<file path="src/hdl/assert_macros.svh">
// assertion macros shared by the deframer rtl
// no dependencies; SYNTH builds get empty bodies
`ifndef ASSERT_MACROS_SVH
`define ASSERT_MACROS_SVH

`ifndef SYNTH

// property checked on every rising edge, disabled while reset is low
`define ASSERT_RST(lbl, clk, rst_n, prop, msg) \
    lbl: assert property (@(posedge clk) disable iff (!rst_n) (prop)) else $error(msg);

// property checked on every rising edge, reset included
`define ASSERT_CLK(lbl, clk, prop, msg) \
    lbl: assert property (@(posedge clk) (prop)) else $error(msg);

`else

`define ASSERT_RST(lbl, clk, rst_n, prop, msg)

`define ASSERT_CLK(lbl, clk, prop, msg)

`endif

`endif

</file>
<file path="src/hdl/wsd_pkg.sv">
// shared types and constants of the websocket frame deframer
// no dependencies
package wsd_pkg;

    // parser phases
    localparam logic [2:0] PH_HDR0    = 3'd0;
    localparam logic [2:0] PH_HDR1    = 3'd1;
    localparam logic [2:0] PH_EXTLEN  = 3'd2;
    localparam logic [2:0] PH_MASK    = 3'd3;
    localparam logic [2:0] PH_PAYLOAD = 3'd4;
    localparam logic [2:0] PH_DEAD    = 3'd5;

    // result event codes
    localparam logic [1:0] EV_DATA  = 2'd0;
    localparam logic [1:0] EV_EMPTY = 2'd1;
    localparam logic [1:0] EV_ERROR = 2'd2;

    // frame opcodes that are delivered
    localparam logic [3:0] OP_TEXT  = 4'h1;
    localparam logic [3:0] OP_CLOSE = 4'h8;
    localparam logic [3:0] OP_PING  = 4'h9;

    // 7-bit length codes that announce an extended length
    localparam logic [6:0] LEN_EXT16 = 7'd126;
    localparam logic [6:0] LEN_EXT64 = 7'd127;

    // pings shorter than this are marked pong-eligible
    localparam logic [63:0] PONG_LIMIT = 64'd126;

    // max_payload after reset
    localparam logic [31:0] MAX_PAYLOAD_RST = 32'(16 * 1024 * 1024);

    // one result beat
    typedef struct packed {
        logic [1:0]  event_res;
        logic [3:0]  frame_opcode;
        logic [7:0]  data_byte;
        logic        last_of_frame;
        logic        pong_eligible;
        logic [31:0] frame_length;
    } t_result;

endpackage

</file>
<file path="src/hdl/wsd_parser.sv">
// frame header and payload parser: phase state, length check, unmasking
// depends on wsd_pkg
module wsd_parser
    import wsd_pkg::*;
(
    input  logic        i_clk,
    input  logic        i_rst_n,
    input  logic        i_cfg_we,
    input  logic [31:0] i_cfg_data,
    input  logic        i_accept,
    input  logic [7:0]  i_rx_byte,
    output logic        o_res_valid,
    output t_result     o_res
);

    logic [31:0] r_max, n_max;
    logic [2:0]  r_phase, n_phase;
    logic [3:0]  r_opcode, n_opcode;
    logic        r_masked, n_masked;
    logic [63:0] r_len, n_len;
    logic [2:0]  r_ext, n_ext;
    logic [31:0] r_key, n_key;
    logic [31:0] r_idx, n_idx;

    logic        wanted;

    assign wanted = (r_opcode == OP_TEXT) || (r_opcode == OP_CLOSE) || (r_opcode == OP_PING);

    // next state and result of one byte
    always_comb begin
        logic [63:0] v_len;
        logic        v_do_len;
        logic        v_do_start;
        logic [32:0] v_sum;
        logic [7:0]  v_key_b;
        logic        v_last;

        n_max    = i_cfg_we ? i_cfg_data : r_max;
        n_phase  = r_phase;
        n_opcode = r_opcode;
        n_masked = r_masked;
        n_len    = r_len;
        n_ext    = r_ext;
        n_key    = r_key;
        n_idx    = r_idx;

        o_res_valid         = 1'b0;
        o_res.event_res     = EV_DATA;
        o_res.data_byte     = 8'd0;
        o_res.last_of_frame = 1'b0;

        v_len      = r_len;
        v_do_len   = 1'b0;
        v_do_start = 1'b0;
        v_sum      = 33'd0;
        v_key_b    = 8'd0;
        v_last     = 1'b0;

        if (i_accept) begin
            case (r_phase)
                PH_HDR0: begin
                    n_opcode = i_rx_byte[3:0];
                    n_phase  = PH_HDR1;
                end
                PH_HDR1: begin
                    n_masked = i_rx_byte[7];
                    v_len    = 64'd0;
                    if (i_rx_byte[6:0] == LEN_EXT16) begin
                        n_ext   = 3'd1;
                        n_phase = PH_EXTLEN;
                    end else if (i_rx_byte[6:0] == LEN_EXT64) begin
                        n_ext   = 3'd7;
                        n_phase = PH_EXTLEN;
                    end else begin
                        v_len    = {57'd0, i_rx_byte[6:0]};
                        v_do_len = 1'b1;
                    end
                    n_len = v_len;
                end
                PH_EXTLEN: begin
                    v_len = {r_len[55:0], i_rx_byte};
                    n_len = v_len;
                    if (r_ext == 3'd0) begin
                        v_do_len = 1'b1;
                    end else begin
                        n_ext = r_ext - 3'd1;
                    end
                end
                PH_MASK: begin
                    n_key = {r_key[23:0], i_rx_byte};
                    if (r_ext == 3'd0) begin
                        v_do_start = 1'b1;
                    end else begin
                        n_ext = r_ext - 3'd1;
                    end
                end
                PH_PAYLOAD: begin
                    // key byte i mod 4, first key byte first
                    case (r_idx[1:0])
                        2'd0:    v_key_b = r_key[31:24];
                        2'd1:    v_key_b = r_key[23:16];
                        2'd2:    v_key_b = r_key[15:8];
                        default: v_key_b = r_key[7:0];
                    endcase
                    v_sum  = {1'b0, r_idx} + 33'd1;
                    v_last = {31'd0, v_sum} >= r_len;
                    n_idx  = v_sum[31:0];
                    if (v_last) begin
                        n_phase = PH_HDR0;
                    end
                    if (wanted) begin
                        o_res_valid         = 1'b1;
                        o_res.event_res     = EV_DATA;
                        o_res.data_byte     = i_rx_byte ^ v_key_b;
                        o_res.last_of_frame = v_last;
                    end
                end
                default: begin
                    // stopped: bytes are dropped until reset
                end
            endcase

            // length complete: limit check, then mask key or payload
            if (v_do_len) begin
                if ((v_len[63:32] != 32'd0) || (v_len[31:0] > r_max)) begin
                    n_phase             = PH_DEAD;
                    o_res_valid         = 1'b1;
                    o_res.event_res     = EV_ERROR;
                    o_res.last_of_frame = 1'b1;
                end else if (n_masked) begin
                    n_ext   = 3'd3;
                    n_key   = 32'd0;
                    n_phase = PH_MASK;
                end else begin
                    n_key      = 32'd0;
                    v_do_start = 1'b1;
                end
            end

            // header done: empty frame ends here, else payload follows
            if (v_do_start) begin
                n_idx = 32'd0;
                if (v_len == 64'd0) begin
                    n_phase = PH_HDR0;
                    if (wanted) begin
                        o_res_valid         = 1'b1;
                        o_res.event_res     = EV_EMPTY;
                        o_res.last_of_frame = 1'b1;
                    end
                end else begin
                    n_phase = PH_PAYLOAD;
                end
            end
        end

        o_res.frame_opcode  = r_opcode;
        o_res.pong_eligible = (o_res.event_res != EV_ERROR) && (r_opcode == OP_PING) &&
                              (v_len < PONG_LIMIT);
        o_res.frame_length  = (v_len[63:32] != 32'd0) ? 32'hFFFF_FFFF : v_len[31:0];
    end

    // parser state
    always_ff @(posedge i_clk) begin
        if (!i_rst_n) begin
            r_max    <= MAX_PAYLOAD_RST;
            r_phase  <= PH_HDR0;
            r_opcode <= 4'd0;
            r_masked <= 1'b0;
            r_len    <= 64'd0;
            r_ext    <= 3'd0;
            r_key    <= 32'd0;
            r_idx    <= 32'd0;
        end else begin
            r_max    <= n_max;
            r_phase  <= n_phase;
            r_opcode <= n_opcode;
            r_masked <= n_masked;
            r_len    <= n_len;
            r_ext    <= n_ext;
            r_key    <= n_key;
            r_idx    <= n_idx;
        end
    end

endmodule

</file>
<file path="src/hdl/wsd_outbuf.sv">
// two-entry result buffer: output register plus skid register
// depends on wsd_pkg
module wsd_outbuf
    import wsd_pkg::*;
(
    input  logic    i_clk,
    input  logic    i_rst_n,
    input  logic    i_push,
    input  t_result i_data,
    output logic    o_full,
    output logic    o_valid,
    input  logic    i_stall,
    output t_result o_data
);

    logic    r_ov, n_ov;
    logic    r_sv, n_sv;
    t_result r_main, n_main;
    t_result r_skid, n_skid;
    logic    take;

    assign take    = r_ov && !i_stall;
    assign o_full  = r_sv;
    assign o_valid = r_ov;
    assign o_data  = r_main;

    // main register refills from skid first, new beats park in skid on stall
    always_comb begin
        n_ov   = r_ov;
        n_sv   = r_sv;
        n_main = r_main;
        n_skid = r_skid;
        if (!r_ov || take) begin
            if (r_sv) begin
                n_main = r_skid;
                n_ov   = 1'b1;
                n_sv   = 1'b0;
            end else begin
                n_main = i_data;
                n_ov   = i_push;
            end
        end else if (i_push) begin
            n_skid = i_data;
            n_sv   = 1'b1;
        end
    end

    // control flags
    always_ff @(posedge i_clk) begin
        if (!i_rst_n) begin
            r_ov <= 1'b0;
            r_sv <= 1'b0;
        end else begin
            r_ov <= n_ov;
            r_sv <= n_sv;
        end
    end

    // payload registers
    always_ff @(posedge i_clk) begin
        r_main <= n_main;
        r_skid <= n_skid;
    end

endmodule

</file>
<file path="src/hdl/websocket_frame_deframer.sv">
// top level of the websocket client-to-server frame deframer
// depends on wsd_pkg, wsd_parser, wsd_outbuf and assert_macros.svh
//
// usage:
//   rx channel: one stream byte per beat on i_rx_byte, taken when i_rx_valid
//   is high and o_rx_stall is low.
//   event channel: one result per beat on the o_* result ports, taken when
//   o_ev_valid is high and i_ev_stall is low. Header bytes give no beat but
//   for an error or empty-frame event; payload bytes of swallowed opcodes give none.
//   config: i_cfg_we writes i_cfg_data into max_payload.
//   results: each result is registered in the output buffer before it appears.
//   throughput: one byte per cycle while o_rx_stall is low; the parser updates
//   its phase and unmasks the byte combinationally, the result register follows.
//   stall: a two-entry output buffer absorbs one more result while the
//   receiver stalls; o_rx_stall rises only when both entries are full.
//   reset: synchronous, active low; the parser returns to the first header
//   byte, max_payload returns to 16 MiB and the buffer empties. After a
//   payload-too-large event every byte is taken and dropped until reset.
module websocket_frame_deframer
    import wsd_pkg::*;
(
    input  logic        i_clk,
    input  logic        i_rst_n,
    input  logic        i_cfg_we,
    input  logic [31:0] i_cfg_data,
    input  logic        i_rx_valid,
    output logic        o_rx_stall,
    input  logic [7:0]  i_rx_byte,
    output logic        o_ev_valid,
    input  logic        i_ev_stall,
    output logic [1:0]  o_event_res,
    output logic [3:0]  o_frame_opcode,
    output logic [7:0]  o_data_byte,
    output logic        o_last_of_frame,
    output logic        o_pong_eligible,
    output logic [31:0] o_frame_length
);

`include "assert_macros.svh"

    logic    accept;
    logic    res_valid;
    t_result res;
    t_result out_res;
    logic    buf_full;

    assign accept     = i_rx_valid && !buf_full;
    assign o_rx_stall = buf_full;

    // byte parser
    wsd_parser u_parser (
        .i_clk       (i_clk),
        .i_rst_n     (i_rst_n),
        .i_cfg_we    (i_cfg_we),
        .i_cfg_data  (i_cfg_data),
        .i_accept    (accept),
        .i_rx_byte   (i_rx_byte),
        .o_res_valid (res_valid),
        .o_res       (res)
    );

    // result buffer
    wsd_outbuf u_outbuf (
        .i_clk   (i_clk),
        .i_rst_n (i_rst_n),
        .i_push  (res_valid),
        .i_data  (res),
        .o_full  (buf_full),
        .o_valid (o_ev_valid),
        .i_stall (i_ev_stall),
        .o_data  (out_res)
    );

    // result fields
    assign o_event_res     = out_res.event_res;
    assign o_frame_opcode  = out_res.frame_opcode;
    assign o_data_byte     = out_res.data_byte;
    assign o_last_of_frame = out_res.last_of_frame;
    assign o_pong_eligible = out_res.pong_eligible;
    assign o_frame_length  = out_res.frame_length;

    // checks
    `ASSERT_RST(a_stall_needs_valid, i_clk, i_rst_n, o_rx_stall |-> o_ev_valid, "rx stalled with empty output register")
    `ASSERT_RST(a_error_is_last, i_clk, i_rst_n, (o_ev_valid && (o_event_res == EV_ERROR)) |-> o_last_of_frame, "error event not marked last")
    `ASSERT_RST(a_event_data_zero, i_clk, i_rst_n, (o_ev_valid && (o_event_res != EV_DATA)) |-> (o_data_byte == 8'd0), "non-data event carries a data byte")
    `ASSERT_CLK(a_reset_empties, i_clk, !i_rst_n |=> (!o_ev_valid && !o_rx_stall), "buffer not empty after reset")

endmodule
</file>
<file path="config.mk">
export PLATFORM = sky130hd
export DESIGN_NAME = websocket_frame_deframer
export DESIGN_NICKNAME = d
export VERILOG_FILES = /design/src/hdl/wsd_pkg.sv /design/src/hdl/wsd_parser.sv /design/src/hdl/wsd_outbuf.sv /design/src/hdl/websocket_frame_deframer.sv
export VERILOG_INCLUDE_DIRS = /design/src /design/src/hdl
export SDC_FILE = /design/constraint.sdc
export NUM_CORES = 1
export LEC_CHECK = 0
export ABC_AREA = 0
export BUFFER_PORTS_ARGS = -buffer_cell sky130_fd_sc_hd__clkbuf_2
export CAP_MARGIN = 20
export CORE_MARGIN = 1
export CORE_UTILIZATION = 40
export DETAILED_ROUTE_END_ITERATION = 12
export HOLD_SLACK_MARGIN = 0.02
export SYNTH_ARGS = -nofsm -noshare
export SYNTH_HDL_FRONTEND = slang
export SYNTH_SLANG_ARGS = --single-unit
export TNS_END_PERCENT = 10
</file>
<file path="constraint.sdc">
create_clock -name i_clk -period 15.7 [get_ports i_clk]
set_clock_uncertainty 0.1 [all_clocks]
set_input_delay 0.785 -clock i_clk [delete_from_list [all_inputs] [get_ports i_clk]]
set_output_delay 0.785 -clock i_clk [all_outputs]
set_load 0.1 [all_outputs]
</file>
Yosys cells after proc, flatten, opt, wreduce, memory -nomap -nowiden:

Index checks and enable logic that the tools add are counted.

* bits in registers: 269
* input bits: 45
* output and inout bits: 50
* word-level logic and storage cells: 131

* $add $sub $neg: 2
* magnitude comparators: 3
* equal/unequal tests: 12
* muxes and demuxes: 66
* bitwise gates (word level): 3
* reductions and logical operators: 23

Operators with widths (count)
* $mux 32: 6
* $mux 64: 3
* $pmux 64 s2: 1
* $ge 33x64->1: 1
* $logic_not 64->1: 1
* $lt 64x7->1 const B: 1
* $reduce_bool 32->1: 2
* $mux 48: 1
* $mux 3: 14
* $add 32x1->33 const B: 1
* $gt 32x32->1: 1
* $mux 9: 3
* $mux 1: 25
* $pmux 8 s3: 1
* $mux 8: 2
* $eq 7x7->1 const B: 2
* $mux 2: 6
* $pmux 3 s3: 1
* $eq 4x4->1 const B: 2
* $xor 8x8->8: 1
* $mux 7: 1
* $eq 3x2->1 const B: 2
* $logic_not 3->1: 2
* $pmux 3 s2: 1
* 16 further kinds: 28

Depth between registers and ports, before layout:

* depth after elaboration: 17
* depth in mapped cells: 17

By module:

Synthesis repeated with hierarchy kept, for this count alone.

* cell total of the unflattened synthesis: 1462
* area total of the unflattened synthesis: 14032.2 µm²

Modules (own cells, without submodules)
* wsd_parser: times used 1, cells an instance 1305, area an instance 10483.8 µm², sequential area each 3423.3 µm²
* wsd_outbuf: times used 1, cells an instance 156, area an instance 3534.6 µm², sequential area each 2922.8 µm²
* websocket_frame_deframer: times used 1, cells an instance 1, area an instance 13.8 µm², sequential area each 0.0 µm²

Worst setup path after synthesis:

OpenSTA, ideal clock, no wires.

* kind: input-to-reg
* start point: in i_rx_byte[6]
* end point: reg u_outbuf.r_skid[0] (netlist bit) (enable)
* library setup time: 0.469 ns
* data arrival time: 5.601 ns
* slack: 9.529 ns
* stages on the path: 14
* buffers on the path: 1
* cell sequence: nand3_1 > or3_1 > clkbuf_1 > nand2_1 > o21ai_0 > ha_1 > a21oi_1 > o21ai_0 > a221o_1 > nor3_1 > a21o_1 > a31oi_4 > o31a_1 > a21oi_1

* cells in the longest elaborated chain, start to end: 14

Ends and longest elaborated chain
* start: declaration: RTL line websocket_frame_deframer.sv:28 `input logic [7:0] i_rx_byte,`
* $eq 7x7->1: RTL line wsd_parser.sv:71 `end else if (i_rx_byte[6:0] == LEN_EXT64) begin`
* $mux 7: RTL line wsd_parser.sv:71
* $mux 64: RTL line wsd_parser.sv:68 `if (i_rx_byte[6:0] == LEN_EXT16) begin`
* $pmux 64 s2: RTL line wsd_parser.sv:60 `case (r_phase)`
* $mux 64: RTL line wsd_parser.sv:59 `if (i_accept) begin`
* $gt 32x32->1: RTL line wsd_parser.sv:125 `if ((v_len[63:32] != 32'd0) || (v_len[31:0] > r_max)) begin`
* $logic_or 1x1->1: RTL line wsd_parser.sv:125
* $mux 1: RTL line wsd_parser.sv:125
* $mux 1: RTL line wsd_parser.sv:124 `if (v_do_len) begin`
* $mux 1: RTL line wsd_parser.sv:145 `if (wanted) begin`
* $mux 1: RTL line wsd_parser.sv:143 `if (v_len == 64'd0) begin`
* $mux 1 *: RTL line wsd_parser.sv:141 `if (v_do_start) begin`
* $mux 1 *: RTL line wsd_parser.sv:59
* $reduce_and 2->1 (no source line) *
* end signal: assignment: RTL line wsd_outbuf.sv:62 `r_skid <= n_skid;`
* end: declaration: RTL line wsd_outbuf.sv:19 `t_result r_skid, n_skid;`

Every way passes the cells marked *; elsewhere a longest branch is shown, timed or not. The select of a mux whose other input is x is not followed.
A chain may end at the register's enable or synchronous reset.

Worst setup path in the final report:

* start point: reg u_parser.r_phase[1]
* end point: reg u_outbuf.r_skid[15] (netlist bit) (enable)

* cells in the longest elaborated chain, start to end: 12

Ends and longest elaborated chain
* start: declaration: RTL line wsd_parser.sv:17 `logic [2:0] r_phase, n_phase;`
* start signal: assignment: RTL line wsd_parser.sv:175 `r_phase <= n_phase;`
* $eq 3x2->1 / $eq 3x1->1 (equally long branches): RTL line wsd_parser.sv:60
* $pmux 64 s2: RTL line wsd_parser.sv:60
* $mux 64: RTL line wsd_parser.sv:59
* $gt 32x32->1 / $reduce_bool 32->1 (equally long branches): RTL line wsd_parser.sv:125
* $logic_or 1x1->1: RTL line wsd_parser.sv:125
* $mux 1: RTL line wsd_parser.sv:125
* $mux 1: RTL line wsd_parser.sv:124
* $mux 1: RTL line wsd_parser.sv:145
* $mux 1: RTL line wsd_parser.sv:143
* $mux 1 *: RTL line wsd_parser.sv:141
* $mux 1 *: RTL line wsd_parser.sv:59
* $reduce_and 2->1 (no source line) *

Marks and branches as above.

==> results.yml <==
clock_tree:
  cts-resized-gates: 0
  cts.clk_slew.worst_paths_ps: 60
  tritoncts: "yes"
  cts_max_path_buffers: 3
  clk_root_buffer_cell: "sky130_fd_sc_hd__clkbuf_16"
  cts_buffers: 30
  cts_setup_buffers: 0
  cts-hold-fix-buffers: 0
  insertion_delay_ps: 590
  clock_sink_count: 269
  cts-htree-levels: 1
final_layout:
  layout_common_cells: "sky130_fd_sc_hd__nor2_1 (179), sky130_fd_sc_hd__dfxtp_1 (171), sky130_fd_sc_hd__a21oi_1 (138)"
  sequential_cell_area_um2: 6350
  final.fill_count: 3478
  layout_commonest_cell: "sky130_fd_sc_hd__nor2_1"
  finalNetCount: 1798
  area_growth_pct: 12.1
  multi_input_gate_area_in_the_final_layout_um2: 7530
  drive_above_1_share: 0.139
timing:
  totalNegativeSetupSlack_ps: 0
  timing.final.crit_share: 0.358
  setup_viol: 0
  fmaxAchievable_mhz: 178
  relSlewSlack: 0.244
  postLayoutSetupSlackWorst_ps: 10090
  grt_setup_unrepaired: "no"
  worst_max_slew_pin_slew_ps: 1110
  final-hold-violation-count: 0
  post_layout_minimum_cycle_time_ps: 5610
  final_count_of_pins_violating_max_slew: 0
worst_setup_path:
  worst_setup_path_start_kind: "register"
  crit_family: "compound AO/OA/AOI/OAI gates"
  worstPathRequired_ps: 15820
  arrival_ps: 5740
  critical_path.n_buffers_inverters: 4
  ff2ff_path_depth: 16
  cp_slowest_cell: "sky130_fd_sc_hd__a21o_1"
  regToRegStartpoint: "u_parser.r_phase[1]"
  cp_slowest_stage_delay_ps: 850
  critical_path.most_common_cell: "sky130_fd_sc_hd__buf_4"
  critical_path.max_fanout: 60
  critPathCaptureType: "register"
  worst_r2r_endpoint: "u_outbuf.r_skid[15]"
  reg2reg_setup_slack_ps: 10090
  crit_path_category: "register to register"
  path_cells: "buf_4, a21o_1, nand2_1, and2_1, inv_1, ha_1, nand4_1, nor2_1, a221o_1, nor3_1, a21o_1, a31oi_4, buf_4, o31a_1, a21oi_4, buf_4"
logic_synthesis:
  syn_avg_cell_area_um2: 8.94
  mappedNetlistArea_um2: 14700
  number_of_synthesized_flops_with_an_enable_pin: 96
  synth_warnings: 0
  instance_count_of_the_mapped_netlist: 1647
  yosys_register_bits: 269
  synth_nets: 1764
  synth-main-ff-cell: "sky130_fd_sc_hd__dfxtp_1"
  post_synth_num_cell_types: 75
  yosysSeqAreaShare: 0.431
  async_reset_ff_frac: 0
floorplan:
  fp.coreArea_um2: 35900
  boundaryPins: 95
  num_rows: 69
  dieArea_um2: 37600
  fp.dieH_um: 194
  die_width_um: 194
  initial_core_util: 0.410
route:
  routedWlPerCell_um: 20.8
  drt_first_iter_violations: 1193
  final_antenna_net_count: 0
  detailroute.via_count: 12640
  vias_per_cell: 5.84
  routed_wl_um: 45000
  detail_route.first_pass.iterations: 6
  drc: 0
worst_hold_path:
  worstHoldStart: "i_cfg_data[11]"
  holdCritPathClass: "input pin to register"
  hold_depth: 3
  timing.hold.worst_endpoint: "u_parser.r_max[11]"
power_and_ir_drop:
  clock_power_share: 0.294
  fin_total_pwr_uw: 2430
  net-switching-power_uw: 1020
  power-per-cell-area_nw_per_um2: 147
  irDropWorstVdd_mv: 0.0924
  power_report.internal_total_uw: 1410
  seq_power_share: 0.345
  power.switching_fraction: 0.420
  static-leakage-power_uw: 0.00638
  combPwrFrac: 0.361
flow_run:
  drv_cap: 0
placed_design:
  io_buffers: 94
  post-dp-hpwl_um: 32200
  globalplace.congestion: 0.997
  place_ws_ps: 10200
run_status:
  status: "complete, no violations"
global_route:
  groute.usage.overall: 0.234
  maximum_number_of_pins_on_one_net_before_global_route_repair: 84
  globalRouteOverflowTotal: 0
  vias_in_the_first_global_route: 11760
  grt_pass1_wl_um: 69200
  antenna_found_initial: 1
-- cell families (layout without fill, tap and decap cells) --
group | after synthesis | after routing | synth area share
and+or+nand+nor | 559 | 559 | 0.185
AOI/OAI and AO/OA | 416 | 416 | 0.187
DFF | 269 | 269 | 0.431
buffers and inverters | 221 | 275 | 0.0605
adders and majority gates | 72 | 72 | 0.0612
muxes | 72 | 72 | 0.0522
xor gates and xnor gates | 38 | 38 | 0.0226
other | 0 | 1 | 0
-- synthesized netlist by cell type (12+ instances only) --
cell,number,area (um2)
sky130_fd_sc_hd__a21oi_1,139,696
sky130_fd_sc_hd__a22oi_1,33,248
sky130_fd_sc_hd__edfxtp_1,96,2880
sky130_fd_sc_hd__a21o_1,24,180
sky130_fd_sc_hd__buf_2,16,80.1
sky130_fd_sc_hd__a221oi_1,14,123
sky130_fd_sc_hd__mux2_2,39,439
sky130_fd_sc_hd__nor3_1,28,140
sky130_fd_sc_hd__a31oi_1,16,100
sky130_fd_sc_hd__o21ai_1,12,60.1
sky130_fd_sc_hd__nor2b_1,31,194
sky130_fd_sc_hd__nor4_1,17,106
sky130_fd_sc_hd__nand3_1,56,280
sky130_fd_sc_hd__a211oi_1,16,120
sky130_fd_sc_hd__o21ai_0,52,260
sky130_fd_sc_hd__nand2b_1,14,87.6
sky130_fd_sc_hd__mux2i_1,33,330
sky130_fd_sc_hd__a22o_1,32,280
sky130_fd_sc_hd__dfxtp_1,173,3460
sky130_fd_sc_hd__xnor2_1,29,254
sky130_fd_sc_hd__inv_1,106,398
sky130_fd_sc_hd__ha_1,72,901
sky130_fd_sc_hd__nor3b_1,12,90.1
sky130_fd_sc_hd__or3_1,12,75.1
sky130_fd_sc_hd__nand2_1,129,484
sky130_fd_sc_hd__clkbuf_1,79,297
sky130_fd_sc_hd__nand4_1,27,169
sky130_fd_sc_hd__nor2_1,180,676
-- sequential cells by signal, summed over array words and instances (netlist names), 3 cells and up --
name and flops:
u_parser.r_len 64, u_outbuf.o_data 48, u_outbuf.r_skid 48, u_parser.r_idx 32
u_parser.r_key 32, u_parser.r_max 32, u_parser.r_opcode 4, u_parser.r_ext 3
u_parser.r_phase 3
-- power by group through the flow --
| stage | Combinational (uW) | Sequential (uW) | Clock (uW) |
|---|---|---|---|
| floorplan | 396 | 1110 | 0 |
| global placement | 855 | 852 | 0 |
| detailed placement | 863 | 853 | 0 |
| CTS | 867 | 839 | 731 |
| global route | 925 | 844 | 763 |
| finish | 880 | 839 | 715 |
-- layout make-up --
cell class,count,area share
multi-input combinational,1157,0.456
sequential,269,0.384
clock buffer,37,0.0514
timing repair buffer,115,0.0383
tap,461,0.0349
inverter,108,0.0247
clock inverter,15,0.0102
antenna,1,0.000152
-- per-stage QoR --
stage,hold slack [ps],cell area (um2),util,cells
2_1_floorplan,334,14700,-,1647
3_3_place_gp,353,15500,0.431,2109
3_5_place_dp,361,15500,0.431,2110
4_1_cts,331,16500,0.460,2162
5_1_grt,338,16500,0.460,2162
6_report,347,16500,0.460,2163
-- how the worst max path moves through the flow --
stage	startpoint	end	slack [ps]	cells after the start
after floorplan	i_rx_byte[6]	u_outbuf.r_skid[0]	9530	14
after global placement	u_parser.r_phase[1]	u_outbuf.r_skid[23]	10260	15
after detailed placement	u_parser.r_phase[1]	u_outbuf.r_skid[22]	10200	15
after CTS	u_parser.r_phase[1]	u_outbuf.r_skid[22]	10180	15
after global routing	u_parser.r_phase[1]	u_outbuf.r_skid[30]	9830	15
final	u_parser.r_phase[1]	u_outbuf.r_skid[15]	10090	16
-- layer usage --
metal  GRT usage  vias up  routed length [um]
met5           0        -                   0
met4      0.0650        0                1240
met3      0.0445       74                3650
met2       0.339      535               18500
met1       0.352     6015               21600
li1            -     6016                   -
-- worst min-delay path: stages --
cell,delay [ps]
sky130_fd_sc_hd__clkbuf_2,70
sky130_fd_sc_hd__mux2i_1,50
sky130_fd_sc_hd__nor2_1,70
(Power assumes the default switching activity.)
